$ cat src/sv/slot_allocator_deferred_reclaim_macros.svh
// Assertion helpers shared by the allocator modules.
`ifndef SLOT_ALLOCATOR_DEFERRED_RECLAIM_MACROS_SVH
`define SLOT_ALLOCATOR_DEFERRED_RECLAIM_MACROS_SVH

// Plain property, checked outside reset.
`define SADR_ASSERT(lbl, clk_s, rst_s, prop, msg) \
    lbl: assert property (@(posedge clk_s) disable iff (!rst_s) (prop)) else $error(msg);

// Same-cycle implication, checked outside reset.
`define SADR_ASSERT_IMP(lbl, clk_s, rst_s, ante, cons, msg) \
    lbl: assert property (@(posedge clk_s) disable iff (!rst_s) (ante) |-> (cons)) \
        else $error(msg);

`endif

$ cat src/sv/sadr_pkg.sv
`timescale 1ns / 1ps

package sadr_pkg;

    localparam int SLOT_COUNT_DEFAULT = 256;
    localparam int FRAME_W            = 16;
    localparam int FIF_W              = 4;
    localparam logic [FIF_W-1:0] FIF_RESET = 4'd2;

    // Register index within the configuration space
    localparam logic REG_FIF = 1'b0;

    typedef enum logic [1:0] {
        OP_ALLOC   = 2'd0,
        OP_RELEASE = 2'd1,
        OP_TICK    = 2'd2
    } op_t;

    typedef enum logic [1:0] {
        STAT_OK       = 2'd0,
        STAT_FULL     = 2'd1,
        STAT_NOT_LIVE = 2'd2
    } status_t;

    typedef enum logic [2:0] {
        S_CLEAR,
        S_IDLE,
        S_ALLOC,
        S_REL,
        S_TRD,
        S_TCHK,
        S_TMOVE
    } state_t;

    typedef struct packed {
        status_t     status;
        logic [7:0]  granted_slot;
        logic [8:0]  reclaimed_count;
    } res_t;

endpackage

$ cat src/sv/sadr_out.sv
`timescale 1ns / 1ps
`include "slot_allocator_deferred_reclaim_macros.svh"

module sadr_out (
    input  logic                clk,
    input  logic                rst_n,
    input  logic                load,
    input  sadr_pkg::res_t      res,
    output logic                busy,
    output logic                m_tvalid,
    input  logic                m_tready,
    output logic [23:0]         m_tdata,   // granted_slot[7:0], reclaimed_count[16:8], zero pad
    output logic [1:0]          m_tuser    // status[1:0]
);

    logic           out_valid_reg, out_valid_next;
    logic           skid_valid_reg, skid_valid_next;
    sadr_pkg::res_t out_reg, out_next;
    sadr_pkg::res_t skid_reg, skid_next;
    logic           take;

    assign take = out_valid_reg && m_tready;

    always_comb
    begin
        out_valid_next  = out_valid_reg;
        skid_valid_next = skid_valid_reg;
        out_next        = out_reg;
        skid_next       = skid_reg;
        if (take)
        begin
            if (skid_valid_reg)
            begin
                out_next        = skid_reg;
                skid_valid_next = 1'b0;
            end
            else
            begin
                out_valid_next = 1'b0;
            end
        end
        if (load)
        begin
            // Load the output if it is free or taken, else park the item in the skid stage
            if (!out_valid_reg || take)
            begin
                out_next       = res;
                out_valid_next = 1'b1;
            end
            else
            begin
                skid_next       = res;
                skid_valid_next = 1'b1;
            end
        end
    end

    always_ff @(posedge clk or negedge rst_n)
    begin
        if (!rst_n)
        begin
            out_valid_reg  <= 1'b0;
            skid_valid_reg <= 1'b0;
        end
        else
        begin
            out_valid_reg  <= out_valid_next;
            skid_valid_reg <= skid_valid_next;
        end
    end

    always_ff @(posedge clk)
    begin
        out_reg  <= out_next;
        skid_reg <= skid_next;
    end

    assign busy     = skid_valid_reg;
    assign m_tvalid = out_valid_reg;
    assign m_tdata  = {7'b0, out_reg.reclaimed_count, out_reg.granted_slot};
    assign m_tuser  = out_reg.status;

    `SADR_ASSERT_IMP(a_load_no_overrun, clk, rst_n, load, !skid_valid_reg, "result lost: skid full")
    `SADR_ASSERT_IMP(a_skid_behind_out, clk, rst_n, skid_valid_reg, out_valid_reg, "skid without output")

endmodule

$ cat config.mk
export PLATFORM = sky130hd
export DESIGN_NAME = sadr_out
export DESIGN_NICKNAME = d
export VERILOG_FILES = /design/src/sv/sadr_pkg.sv /design/src/sv/sadr_out.sv
export VERILOG_INCLUDE_DIRS = /design/src /design/src/sv
export SDC_FILE = /design/constraint.sdc
export NUM_CORES = 1
export LEC_CHECK = 0
export BUFFER_PORTS_ARGS = -buffer_cell sky130_fd_sc_hd__buf_2
export CAP_MARGIN = 25
export CORE_ASPECT_RATIO = 1.4
export CORE_MARGIN = 2
export CORE_UTILIZATION = 45
export CTS_CLUSTER_DIAMETER = 60
export DETAILED_ROUTE_END_ITERATION = 10
export PLACE_DENSITY = 0.74
export SYNTH_ARGS = -nofsm -noshare
export SYNTH_HDL_FRONTEND = slang
export SYNTH_SLANG_ARGS = --single-unit
$ cat constraint.sdc
create_clock -name clk -period 1.65 [get_ports clk]
set_input_delay 0.165 -clock clk [delete_from_list [all_inputs] [get_ports clk]]
set_output_delay 0.165 -clock clk [all_outputs]
set_load 0.01 [all_outputs]
Yosys cells after proc, flatten, opt, wreduce, memory -nomap -nowiden
Cells that the tools add are included.
{"block": "classes", "muxes": 11, "bitwise_logic": 1, "reduce_logical": 4}
{"cell": "$mux 19", "count": 4}
{"cell": "$mux 1", "count": 7}
{"cell": "$reduce_and 2->1", "count": 1}
{"cell": "$logic_and 1x1->1", "count": 1}
{"cell": "$logic_not 1->1", "count": 1}
{"cell": "$logic_or 1x1->1", "count": 1}
{"cell": "$not 1->1", "count": 1}
{"block": "word_totals", "regBits": 40, "input_bits": 23, "out_inout_bits": 28, "word_cells": 24}

Longest topological paths before layout
{"block": "depth", "ltp_word": 4, "ltp_mapped": 5, "depth_no_buf": 3}

Least setup slack after synthesis
No wires, ideal clock.
{"block": "synth_timing", "path_kind": "register -> register", "start": "reg out_valid_reg (netlist: m_tvalid)", "end": "reg skid_reg[0] (netlist name), enable pin", "setup_time_ns": 0.395, "t_arrival_ns": 1.339, "required_ns": 1.255, "path_slack_ns": -0.084, "path_stages_with_launch": 3, "path_buffers": 0, "period_less_slack_ns": 1.734, "cell_sequence": "dfrtp_1 -> nand2_1 -> nor2_1"}
{"block": "synth_via", "elab_chain_len": 4, "elab_cells_between_ends": 5, "cone_classes": "1 x bitwise; 4 x reduce/logical"}
{"item": "start, declared", "line": "sadr_out.sv:16", "rtl": "logic out_valid_reg, out_valid_next;"}
{"item": "start signal, assigned", "line": "sadr_out.sv:67", "rtl": "out_valid_reg <= out_valid_next;"}
{"item": "$logic_not 1->1 or $logic_and 1x1->1 (tied branches)", "line": "sadr_out.sv:45, sadr_out.sv:22"}
{"item": "$logic_or 1x1->1 *", "line": "sadr_out.sv:45", "rtl": "if (!out_valid_reg || take)"}
{"item": "$not 1->1 (no line) *"}
{"item": "$reduce_and 2->1 (no line) *"}
{"item": "end signal, assigned", "line": "sadr_out.sv:75", "rtl": "skid_reg <= skid_next;"}
{"item": "end, declared", "line": "sadr_out.sv:19", "rtl": "sadr_pkg::res_t skid_reg, skid_next;"}
Every way passes the cells marked *; elsewhere a longest branch is shown, timed or not.
A chain may end at the register's enable or synchronous reset.

==> results.py <==
metrics = {
    "logic_synthesis": {
        "yosys_register_bits": 40,
        "synth_top_cell_area_share_pct": 34.49,
        "synthCells": 98,
        "synthTopCellsByArea": "edfxtp_1 34%, dfxtp_1 23%, mux2_4 18%, mux2_2 12%, buf_4 3.2%",
        "avgSynthCellArea_sq_um": 16.88,
        "synth_top_area_cell": "edfxtp_1",
        "yosys_warnings": 0,
        "synth_area_sq_mm": 0.001654,
        "ys_types": 17,
        "ys_seq_area_share_pct": 60.51,
    },
    "finish": {
        "final_common_cell": "buf_2",
        "antennaDiodeCount": 0,
        "final_cell_mix": "43 x buf_2, 20 x mux2_4, 19 x dfxtp_1, 19 x edfxtp_1, 18 x mux2_2",
        "nets": 174,
        "multi_input_area_sq_um": 579.3,
        "largest_reg_flops": 19,
        "nFillCells": 318,
        "drive_above_1_share_pct": 63.82,
        "synthToLayoutAreaGrowth_pct": 22.09,
        "register_area_sq_mm": 0.001001,
    },
    "detailed_routing": {
        "drt_first_iter_violations": 16,
        "ant_nets": 0,
        "firstDrtPassIters": 4,
        "post_drt_wl_per_cell_um": 14.10,
        "wl_um": 2735,
        "vias": 942,
        "remaining_drc_errors": 0,
        "viasPerCell": 4.856,
    },
    "sta": {
        "setup_viol": 0,
        "drv_slew": 0,
        "fmax_mhz": 671.1,
        "hold_viol_final": 0,
        "finalCritPeriodShare_pct": 90.31,
        "worst_clock_skew_ps": 4.048,
        "fin_tns_setup_ps": 0,
        "period_minus_slack_ps": 1490,
        "rsz0062_at_grt": "no",
    },
    "cts": {
        "cts_num_sinks": 40,
        "cts_buffers": 5,
        "htreeDepth": 2,
        "cts_root_buf": "clkbuf_8",
        "tritoncts": "done",
        "cts_buffer_depth": 2,
        "cts_setup_buffers": 0,
        "clock_latency_ps": 290,
        "cts.clk_slew.worst_paths_ps": 70,
    },
    "global_routing": {
        "grt_pass1_wl_um": 4326,
        "grt.total_usage_pct": 14.00,
        "antenna_found_initial": 0,
        "grt_overflow_total": 0,
        "grt_pass1_vias": 958,
        "grt_max_degree": 20,
    },
    "placement": {
        "gp_congestion": 0.7206,
        "hpwl_um": 2025,
        "portBuffers": 43,
    },
    "floorplan": {
        "start_util_pct": 46.22,
        "die_w_um": 55.24,
        "ioPinCount": 51,
        "dieHeight_um": 75.74,
        "core_sq_mm": 0.003578,
        "num_rows": 26,
        "die_area_sq_mm": 0.004184,
    },
    "setup_path": {
        "endpoint_kind": "register",
        "cp_max_fo": 19,
        "cp_top_family": "multiplexers",
        "start_kind": "register",
        "worstSetupPathType": "reg -> reg",
        "max_stage_delay_ps": 370,
        "required_ps": 1830,
        "slowest_stage": "dfrtp_1",
        "crit_chain": "and3_1 > buf_12 > mux2_2 > mux2_2",
        "crit_buf_inv": 1,
        "crit_top_cell": "mux2_2",
        "worstPathArrival_ps": 1670,
    },
    "power": {
        "power_density_mw_per_mm2": 1224,
        "p_total_w": 0.002472,
        "p_leak_nw": 0.8983,
        "peakVddDrop_uv": 942.0,
    },
    "hold_path": {
        "hp-class": "in -> reg",
    },
    "outcome": {
        "status": "completed",
    },
    "job": {
        "cap_violations": 0,
    },
}
==> cell type report <==
cell class / count / share of cell area [%]
inverter: 1 / 0.1859
clock buffer: 8 / 4.957
timing repair buffer: 50 / 14.00
sequential: 40 / 49.57
multi-input combinational: 53 / 28.69
tap: 42 / 2.602
==> metrics by stage <==
step                cells  instance area [sq um]  setup slack (ps)  utilization, %  hold WS, ps
global placement      185                   1909             202.9           53.36       -50.98
finish                194                   2019             160.0           56.43        67.46
floorplan             104                   1679             77.25               -       -130.6
detailed placement    185                   1909             159.7           53.36       -46.98
CTS                   194                   2019             150.0           56.43        52.60
global route          194                   2019             99.50           56.43        50.95
==> power by group <==
group | total (W) | internal (W) | switching, W
clock network | 0.000687 | 0.000381 | 0.000306
logic | 0.000555 | 0.000338 | 0.000217
registers | 0.00123 | 0.00117 | 0.0000575
total | 0.00247 | 0.00189 | 0.000580
==> Yosys cell counts, drive strengths merged <==
master,count
mux2,38
dfxtp,19
edfxtp,19
buf,10
a21oi,2
dfrtp,2
a21o,1
and3,1
conb,1
inv,1
nand2,1
nand2b,1
nor2,1
o21ai,1
==> logic make-up after synthesis <==
group	share of synthesized area, %
buffers and inverters	5.976
AND/OR/NAND/NOR	1.210
multiplexers	30.41
flip-flops	60.51
other	0.2267
AO/OA/AOI/OAI	1.664
==> routing by layer <==
metal | track usage, % | up-vias | part of all wire (%)
met5 | 0 | - | 0
met4 | 7.317 | 0 | 2.0
met3 | 5.772 | 7 | 7.8
met2 | 23.68 | 41 | 51
met1 | 15.27 | 448 | 40
li1 | - | 446 | -
==> final timing paths <==
kind / start / to / slack, ps / depth (start not counted)
max: busy / m_tdata[14] / 160 / 4
min: res[17] / skid_reg[17] / 70 / 1
max reg2reg: busy / m_tdata[14] / 160 / 4
min reg2reg: busy / busy / 570 / 2
max in group asynchronous: rst_n / m_tvalid / 1380 / 2
min in group asynchronous: rst_n / busy / 180 / 2
==> what timing repair did <==
action,4_1_cts,5_1_grt
hold buffers,1,0
resized for setup,0,0
hold endpoints to repair,2,0
No activity file was read; power rests on OpenSTA's default activity.
